--- src/rtl/pru_pkg.sv ---
// Package with shared types and constants of the page replacement unit.
package pru_pkg;

	localparam int PAGES = 32;
	localparam int MAX_FRAMES = 32;
	localparam int PAGE_W = 5;
	localparam int FRAME_W = 5;
	localparam int OCC_W = 6;
	localparam int STEP_W = 7;

	localparam int CFG_IDX_W = 1;
	localparam int CFG_DATA_W = 6;
	localparam logic [CFG_IDX_W-1:0] REG_FRAME_COUNT = 1'd0;
	localparam logic [CFG_IDX_W-1:0] REG_POLICY = 1'd1;

	localparam logic [2:0] POL_FIFO = 3'd0;
	localparam logic [2:0] POL_LRU = 3'd1;
	localparam logic [2:0] POL_OPT = 3'd2;
	localparam logic [2:0] POL_LFU = 3'd3;
	localparam logic [2:0] POL_CLOCK = 3'd4;

	localparam logic [31:0] STAMP_NEVER = 32'hFFFF_FFFF;
	localparam logic [31:0] STAMP_MAX = 32'hFFFF_FFFE;
	localparam logic [31:0] COUNT_MAX = 32'hFFFF_FFFF;

	typedef enum logic [2:0] {
		ST_IDLE,
		ST_LOOK,
		ST_SCAN,
		ST_SHIFT,
		ST_DONE
	} state_t;

endpackage

--- src/rtl/pru_order.sv ---
// Load-order queue of resident pages with a one-entry-per-cycle shift port.
module pru_order #(
	parameter int DEPTH = 32,
	parameter int PW = 5
) (
	input  logic                     clk,
	input  logic                     wr_en,
	input  logic [$clog2(DEPTH)-1:0] wr_addr,
	input  logic [PW-1:0]            wr_data,
	input  logic [$clog2(DEPTH)-1:0] rd_addr,
	output logic [PW-1:0]            rd_data
);
	logic [PW-1:0] mem [DEPTH];

	always_ff @(posedge clk) begin
		if (wr_en) begin
			mem[wr_addr] <= wr_data;
		end
		rd_data <= mem[rd_addr];
	end
endmodule

--- src/rtl/page_replacement_unit.sv ---
// Top level of the page replacement unit.
// One page reference enters per transfer on the s_axis side and gives one result on the
// m_axis side. A reference that hits, or that faults into a free frame, passes through the
// accepting state, a lookup state and a final state that updates the page state and loads
// the output register. A fault that replaces a page walks the load-order queue one entry a
// cycle through a single compare unit: FIFO stops on the oldest page as the victim, LRU, OPT
// and LFU walk every resident page, and CLOCK may go round the queue a second time, because
// one full pass clears every reference bit. The gap the victim leaves in the queue is then
// closed by moving each newer entry down one position, and the new page goes to the newest
// position. The block takes one reference at a time; the next reference is accepted as soon
// as the block is idle, even while the previous result waits in the output register, and
// the block then holds in its final state until that register is free.
module page_replacement_unit (
	input  logic                                 clk,
	input  logic                                 arst_n,
	input  logic                                 cfg_we,
	input  logic [pru_pkg::CFG_IDX_W-1:0]        cfg_index,
	input  logic [pru_pkg::CFG_DATA_W-1:0]       cfg_data,
	input  logic                                 s_axis_tvalid,
	output logic                                 s_axis_tready,
	// virtual page [4:0], next_use_distance [24:5], zero fill [31:25]
	input  logic [31:0]                          s_axis_tdata,
	output logic                                 m_axis_tvalid,
	input  logic                                 m_axis_tready,
	// hit [0], frame [5:1], evicted [6], victim_page [11:7], fault_count [43:12], fill [47:44]
	output logic [47:0]                          m_axis_tdata
);
	import pru_pkg::*;

	// Configuration.
	logic [5:0] frame_count_q;
	logic [2:0] policy_q;

	// Per-page state.
	logic [PAGES-1:0]   resident_q;
	logic [FRAME_W-1:0] page_frame_q [PAGES];
	logic [31:0]        page_stamp_q [PAGES];
	logic [31:0]        use_count_q [PAGES];

	logic [OCC_W-1:0] occupancy_q;
	logic [31:0]      ref_index_q;
	logic [31:0]      fault_total_q;

	state_t state_q, state_d;

	// Current item.
	logic [PAGE_W-1:0]  page_q;
	logic [31:0]        stamp_q;
	logic [FRAME_W-1:0] pos_q;      // scan position
	logic [STEP_W-1:0]  step_q;     // scan step count
	logic [FRAME_W-1:0] best_pos_q;
	logic [31:0]        best_q;
	logic [FRAME_W-1:0] sh_q;       // shift position
	logic [PAGE_W-1:0]  victim_q;
	logic               hit_q;
	logic               evict_q;
	logic [FRAME_W-1:0] frame_q;

	// Output register.
	logic               out_valid_q;
	logic               o_hit_q, o_evicted_q;
	logic [FRAME_W-1:0] o_frame_q;
	logic [PAGE_W-1:0]  o_victim_q;
	logic [31:0]        o_faults_q;

	// Queue port.
	logic               q_we;
	logic [FRAME_W-1:0] q_waddr, q_raddr;
	logic [PAGE_W-1:0]  q_wdata, q_rdata;

	logic [OCC_W-1:0]   frames_used;
	logic               has_free;
	logic [FRAME_W-1:0] last_pos;
	logic [FRAME_W-1:0] pos_next;
	logic [STEP_W-1:0]  n_m1, n2_m1;
	logic [PAGE_W-1:0]  qp;
	logic [31:0]        cand;
	logic               better, take, clock_hit, clock_clear, scan_last;
	logic [FRAME_W-1:0] fin_pos;
	logic [PAGE_W-1:0]  fin_page;
	logic               accept_in;
	logic [PAGE_W-1:0]  in_page;
	logic [19:0]        dist_in;
	logic [31:0]        stamp_in;
	logic               out_free;
	logic               commit;

	pru_order #(.DEPTH(MAX_FRAMES), .PW(PAGE_W)) u_order (
		.clk(clk), .wr_en(q_we), .wr_addr(q_waddr), .wr_data(q_wdata),
		.rd_addr(q_raddr), .rd_data(q_rdata)
	);

	// A frame count of zero acts as one, and counts above the frame store are clipped.
	always_comb begin
		if (frame_count_q == 6'd0) frames_used = OCC_W'(1);
		else if (frame_count_q > 6'(MAX_FRAMES)) frames_used = OCC_W'(MAX_FRAMES);
		else frames_used = frame_count_q;
	end

	assign has_free = occupancy_q < frames_used;
	assign last_pos = FRAME_W'(occupancy_q - OCC_W'(1));
	assign pos_next = (pos_q == last_pos) ? '0 : pos_q + FRAME_W'(1);
	assign n_m1 = STEP_W'(occupancy_q) - STEP_W'(1);
	assign n2_m1 = STEP_W'({occupancy_q, 1'b0}) - STEP_W'(1);

	// Page read out of the queue on this cycle (address issued on the cycle before).
	assign qp = q_rdata;

	// The one shared compare unit. Strict compares keep the oldest page on a tie.
	// FIFO and the unused policy codes stop on the oldest entry.
	always_comb begin
		cand = (policy_q == POL_LFU) ? use_count_q[qp] : page_stamp_q[qp];
		clock_hit = (policy_q == POL_CLOCK) && (page_stamp_q[qp] == 32'd0);
		case (policy_q)
			POL_LRU, POL_LFU: begin
				better = cand < best_q;
				scan_last = (step_q == n_m1);
			end
			POL_OPT: begin
				better = cand > best_q;
				scan_last = (step_q == n_m1);
			end
			POL_CLOCK: begin
				better = clock_hit;
				scan_last = clock_hit || (step_q == n2_m1);
			end
			default: begin
				better = 1'b0;
				scan_last = 1'b1;
			end
		endcase
		take = (step_q == '0) || better;
	end

	assign clock_clear = (policy_q == POL_CLOCK) && !clock_hit;
	assign fin_pos = take ? pos_q : best_pos_q;
	assign fin_page = take ? qp : victim_q;

	assign s_axis_tready = (state_q == ST_IDLE);
	assign accept_in = s_axis_tvalid && s_axis_tready;
	assign in_page = s_axis_tdata[PAGE_W-1:0];

	assign out_free = !out_valid_q || m_axis_tready;
	assign commit = (state_q == ST_DONE) && out_free;

	// Stamp of the incoming reference.
	assign dist_in = s_axis_tdata[24:5];
	always_comb begin
		case (policy_q)
			POL_OPT: begin
				if (dist_in == 20'd0) stamp_in = STAMP_NEVER;
				else if (ref_index_q >= STAMP_MAX - 32'(dist_in)) stamp_in = STAMP_MAX;
				else stamp_in = ref_index_q + 32'(dist_in);
			end
			POL_CLOCK: stamp_in = 32'd1;
			default:   stamp_in = ref_index_q;
		endcase
	end

	// Control. The scan reads one queue entry a cycle; the shift reads one entry ahead of
	// the entry it overwrites and finally puts the new page at the newest position.
	always_comb begin
		state_d = state_q;
		q_we = 1'b0;
		q_waddr = sh_q;
		q_wdata = q_rdata;
		q_raddr = pos_q;
		case (state_q)
			ST_IDLE: begin
				if (accept_in) state_d = ST_LOOK;
			end
			ST_LOOK: begin
				if (resident_q[page_q]) state_d = ST_DONE;
				else if (has_free) begin
					q_we = 1'b1;
					q_waddr = FRAME_W'(occupancy_q);
					q_wdata = page_q;
					state_d = ST_DONE;
				end else state_d = ST_SCAN;
			end
			ST_SCAN: begin
				q_raddr = pos_next;
				if (scan_last) begin
					q_raddr = fin_pos + FRAME_W'(1);
					state_d = ST_SHIFT;
				end
			end
			ST_SHIFT: begin
				q_we = 1'b1;
				q_raddr = sh_q + FRAME_W'(2);
				if (sh_q == last_pos) begin
					q_wdata = page_q;
					state_d = ST_DONE;
				end
			end
			ST_DONE: begin
				if (out_free) state_d = ST_IDLE;
			end
			default: state_d = ST_IDLE;
		endcase
	end

	always_ff @(posedge clk or negedge arst_n) begin
		if (!arst_n) state_q <= ST_IDLE;
		else state_q <= state_d;
	end

	// Configuration writes.
	always_ff @(posedge clk or negedge arst_n) begin
		if (!arst_n) begin
			frame_count_q <= 6'd32;
			policy_q <= POL_FIFO;
		end else if (cfg_we) begin
			case (cfg_index)
				REG_FRAME_COUNT: frame_count_q <= cfg_data;
				REG_POLICY:      policy_q <= cfg_data[2:0];
				default: ;
			endcase
		end
	end

	// Counters, residency and the output register.
	always_ff @(posedge clk or negedge arst_n) begin
		if (!arst_n) begin
			resident_q <= '0;
			occupancy_q <= '0;
			ref_index_q <= '0;
			fault_total_q <= '0;
			out_valid_q <= 1'b0;
			o_hit_q <= 1'b0;
			o_frame_q <= '0;
			o_evicted_q <= 1'b0;
			o_victim_q <= '0;
			o_faults_q <= '0;
			for (int i = 0; i < PAGES; i++) use_count_q[i] <= '0;
		end else begin
			if (accept_in && use_count_q[in_page] != COUNT_MAX)
				use_count_q[in_page] <= use_count_q[in_page] + 32'd1;
			if (state_q == ST_LOOK && !resident_q[page_q]) begin
				if (fault_total_q != COUNT_MAX) fault_total_q <= fault_total_q + 32'd1;
				if (has_free) occupancy_q <= occupancy_q + OCC_W'(1);
			end
			if (commit) begin
				ref_index_q <= ref_index_q + 32'd1;
				for (int i = 0; i < PAGES; i++) begin
					if (!hit_q && PAGE_W'(i) == page_q) resident_q[i] <= 1'b1;
					else if (evict_q && PAGE_W'(i) == victim_q) resident_q[i] <= 1'b0;
				end
				o_hit_q <= hit_q;
				o_frame_q <= frame_q;
				o_evicted_q <= evict_q;
				o_victim_q <= evict_q ? victim_q : '0;
				o_faults_q <= fault_total_q;
			end
			if (commit) out_valid_q <= 1'b1;
			else if (m_axis_tready) out_valid_q <= 1'b0;
		end
	end

	// Working registers of the current reference, frames and stamps.
	always_ff @(posedge clk) begin
		case (state_q)
			ST_IDLE: begin
				if (accept_in) begin
					page_q <= in_page;
					stamp_q <= stamp_in;
					pos_q <= '0;
					step_q <= '0;
					evict_q <= 1'b0;
				end
			end
			ST_LOOK: begin
				hit_q <= resident_q[page_q];
				frame_q <= resident_q[page_q] ? page_frame_q[page_q] : FRAME_W'(occupancy_q);
				evict_q <= !resident_q[page_q] && !has_free;
			end
			ST_SCAN: begin
				step_q <= step_q + STEP_W'(1);
				pos_q <= pos_next;
				if (take) begin
					best_q <= cand;
					best_pos_q <= pos_q;
					victim_q <= qp;
				end
				if (clock_clear) page_stamp_q[qp] <= '0;
				if (scan_last) begin
					sh_q <= fin_pos;
					frame_q <= page_frame_q[fin_page];
				end
			end
			ST_SHIFT: sh_q <= sh_q + FRAME_W'(1);
			ST_DONE: begin
				if (out_free) begin
					page_stamp_q[page_q] <= stamp_q;
					if (!hit_q) page_frame_q[page_q] <= frame_q;
				end
			end
			default: ;
		endcase
	end

	assign m_axis_tvalid = out_valid_q;
	assign m_axis_tdata = {4'd0, o_faults_q, o_victim_q, o_evicted_q, o_frame_q, o_hit_q};

`ifndef SYNTHESIS
	a_no_accept_busy: assert property (@(posedge clk) disable iff (!arst_n)
		(state_q != ST_IDLE) |-> !s_axis_tready) else $error("accepted while busy");
	a_occ_bound: assert property (@(posedge clk) disable iff (!arst_n)
		occupancy_q <= OCC_W'(MAX_FRAMES)) else $error("occupancy overflow");
	a_done_valid: assert property (@(posedge clk) disable iff (!arst_n)
		(state_q == ST_DONE) |=> m_axis_tvalid) else $error("result lost");
	a_hold_result: assert property (@(posedge clk) disable iff (!arst_n)
		(m_axis_tvalid && !m_axis_tready) |=> (m_axis_tvalid && $stable(m_axis_tdata)))
		else $error("result changed while waiting");
`endif
endmodule
--- config.mk ---
export PLATFORM = sky130hd
export DESIGN_NAME = page_replacement_unit
export DESIGN_NICKNAME = d
export VERILOG_FILES = /design/src/rtl/pru_pkg.sv /design/src/rtl/pru_order.sv /design/src/rtl/page_replacement_unit.sv
export SDC_FILE = /design/constraint.sdc
export NUM_CORES = 2
export LEC_CHECK = 0
export ABC_CLOCK_PERIOD_IN_PS = 20100
export BUFFER_PORTS_ARGS = -buffer_cell sky130_fd_sc_hd__clkbuf_2
export CAP_MARGIN = 10
export CORE_AREA = 3 3 588 590
export DETAILED_ROUTE_END_ITERATION = 8
export DIE_AREA = 0 0 591 593
export HOLD_SLACK_MARGIN = 0.08
export PLACE_DENSITY = 0.6
export RECOVER_POWER = 25
export SLEW_MARGIN = 40
export SYNTH_ARGS = -nofsm -noshare
export SYNTH_HDL_FRONTEND = slang
export SYNTH_HIERARCHICAL = 1
export SYNTH_SLANG_ARGS = --single-unit
--- constraint.sdc ---
create_clock -name clk -period 20.1 [get_ports clk]
set_clock_uncertainty 0.1 [all_clocks]
set_input_delay 3.015 -clock clk [delete_from_list [all_inputs] [get_ports clk]]
set_output_delay 3.015 -clock clk [all_outputs]
set_load 0.01 [all_outputs]
==> impl_metrics.py <==
metrics = {
    "timing": {
        "fin_crit_sh": 0.750,
        "holdWs_ns": 0.372,
        "post-route-min-period_ns": 15.08,
        "layout_setup_ws_ns": 5.02,
        "fin_tns_setup_ns": 0,
        "worst_pin_slew_ns": 5.28,
        "max_freq_mhz": 66.3,
        "report.final.slew_viol_count": 1069,
        "finalSetupViolCount": 0,
        "max-slew-margin-rel": -2.52,
        "grt_setup_unrepaired": "no",
        "hold_violations": 0,
    },
    "synthesis": {
        "synthCells": 7541,
        "synthMostInstantiatedCell": "edfxtp_1",
        "synth_top_cell_by_area": "edfxtp_1",
        "yosysWarningCount": 6,
        "synthDistinctLibCells": 86,
        "synth_top_area_frac": 0.355,
        "synthArstFlopShare": 0.448,
        "ys_ff_latch": 2640,
        "synth_edf_count": 1447,
        "syn-cell-area_um2": 123000,
        "synth_ff_type": "edfxtp_1",
        "ys_seq_area_frac": 0.598,
        "synth.area.top_cells": "edfxtp_1 35%, dfrtp_1 24%, mux4_2 16%",
        "ys_top_cells_by_count": "1447 x edfxtp_1, 1182 x dfrtp_1, 1019 x mux2_2, 892 x mux4_2, 457 x nand2_1",
        "avgSynthCellArea_um2": 16.3,
    },
    "pwr": {
        "p_leak_uw": 0.0535,
        "ir_drop_v": 0.000109,
        "power_density_nw_per_um2": 119,
    },
    "clocking": {
        "h-tree-depth": 5,
        "clk_path_buf_depth": 4,
        "cts_resized": 0,
        "clk_latency_ns": 0.88,
        "cts_root_buf": "clkbuf_16",
        "clk_pin_slew_worst_paths_ns": 0.06,
        "cts.sinks": 2640,
        "cts_setup_buffers": 0,
        "hold_buffers": 0,
        "numCtsBuffers": 285,
        "cts_tree": "yes",
    },
    "detailed_routing": {
        "firstDrtPassIters": 6,
        "vias_per_cell": 5.88,
        "detail-route-antenna-nets": 0,
        "drt_iter0_drc": 7207,
        "drc": 0,
        "post_drt_wl_per_cell_um": 29.8,
        "vias": 72200,
        "drt_wl_total_um": 366000,
    },
    "global_route": {
        "use_met2": 0.341,
        "antenna_found_initial": 16,
        "grt_pass1_wl_um": 532000,
        "grtUsageTotal": 0.207,
        "grt.overflow.total": 0,
        "grt_use_met3": 0.0344,
        "grt_pass1_vias": 74100,
        "grt.busiest_layer": "met2",
        "met1_usage": 0.280,
        "grt_max_degree": 138,
    },
    "floorplan": {
        "initial_core_util": 0.360,
        "die-height_um": 593,
        "io_pins": 94,
        "die_x_um": 591,
        "die-area_um2": 350000,
        "rows": 214,
        "core_region_area_um2": 340000,
    },
    "finish": {
        "drive_gt1_frac": 0.352,
        "final_core_util": 0.405,
        "fin_area_um2": 138000,
        "ff_latch_area_um2": 73300,
        "area_delta_synth_final_pct": 12.5,
        "nFillCells": 30400,
        "multi_input_area_um2": 47500,
        "nNetsFinal": 7662,
    },
    "critical_path": {
        "cp.arrival_ns": 15.68,
        "cp-end-kind": "flop",
        "critPathKind": "input pin to flop",
        "worstPathRequired_ns": 20.70,
        "cp-startpoint": "s_axis_tdata[1]",
        "r2r-start": "u_order/rd_data[0]",
        "cp-start-kind": "input pin",
        "cp_max_fo": 64,
        "rr_worst_depth": 29,
    },
    "placement": {
        "hpwlAfterDp_um": 209000,
        "place_area_um2": 129000,
        "gp_congestion": 0.810,
        "numPortBuffers": 82,
        "place_ws_ns": 8.33,
    },
    "outcome": {
        "violations": "capacitance limit, slew limit",
        "outcome": "complete, but fails checks",
    },
    "min_path": {
        "min_from": "o_faults_q[18]",
        "hold_path_depth": 2,
        "hold_class": "flop to flop",
    },
    "job": {
        "maxCapViolCount": 24,
    },
}
[layer usage]
layer  routed length [µm]  part of all wire
met5                   41           0.00011
met4                11400             0.031
met3                25700             0.070
met2               178000              0.49
met1               151000              0.41
[stage by stage]
step | std cells | total power [µW]
2_1_floorplan | 7544 | 9550
3_3_place_gp | 11700 | 11200
3_5_place_dp | 11800 | 11300
4_1_cts | 12300 | 16600
5_1_grt | 12300 | 17100
6_report | 12300 | 16500
[critical path, cell delays in order]
cell and delay (ns):
clkbuf_1 3.53, clkbuf_1 2.54, mux4_2 0.67, a22oi_1 0.14, nand4_1 0.44, nand4_1 0.33
nor3b_1 0.40, and2_1 0.33, and3_1 0.31, and2b_1 0.40, and3_1 0.33, nand2_1 0.29
o21ai_2 0.46, nor3b_4 0.16, buf_4 0.23, buf_4 0.19, nand2_2 0.63, buf_4 0.63
mux2_2 0.40
[placed cells by master, fill, tap and decap left out, drive strengths merged, types with 59 or more instances in the layout]
cell type / instances
edfxtp: 1447
dfrtp: 1182
mux2: 1021
mux4: 892
clkbuf: 503
nand2: 460
a22oi: 221
nor2: 218
o21ai: 184
mux2i: 170
buf: 170
xnor2: 111
nand3: 110
inv: 98
a21oi: 97
ha: 91
nand4: 86
clkinv: 77
and2: 61
xor2: 59
[report_power, final]
group / internal (µW) / switching (µW) / leakage (µW)
registers: 6250 / 289 / 0.0298
clock network: 3040 / 2170 / 0.00445
logic: 1750 / 2960 / 0.0192
[path summary, 6_finish.rpt]
check	to	slack (ns)
setup / recovery	use_count_q[205]	5.02
hold / removal	o_faults_q[18]	0.37
setup reg to reg	u_order/rd_data[3]	7.48
hold reg to reg	o_faults_q[18]	0.37
max in group asynchronous	ref_index_q[9]	7.94
min in group asynchronous	o_faults_q[29]	2.87
[final cells by class]
cell class,instances,share of cell area
timing repair buffer,279,0.0151
tap,4536,0.0411
inverter,93,0.00257
sequential,2640,0.531
antenna,8,0.000145
clock inverter,107,0.00807
multi-input combinational,4227,0.344
clock buffer,394,0.0577
[kinds of logic (layout without fill, tap and decap cells)]
| family | Yosys count | in the layout | share of synthesized area |
|---|---|---|---|
| mux | 2083 | 2083 | 0.272 |
| xor+xnor | 170 | 170 | 0.0121 |
| other cells | 1 | 12 | 0.0000306 |
| buf+inv | 677 | 873 | 0.0253 |
| simple gates | 1196 | 1196 | 0.0471 |
| flops | 2640 | 2640 | 0.598 |
| compound gates | 682 | 682 | 0.0365 |
| fa+ha+maj | 92 | 92 | 0.00945 |
[registers in the layout (all words and copies together), names as in the netlist, 32 cells and up, named ones only]
register       count
best_q            32
resident_q        32
u_order/mem      160
ref_index_q       32
use_count_q     1024
page_frame_q     160
stamp_q           32
fault_total_q     32
page_stamp_q    1024
o_faults_q        32
Power figures use the tool's default switching activity.
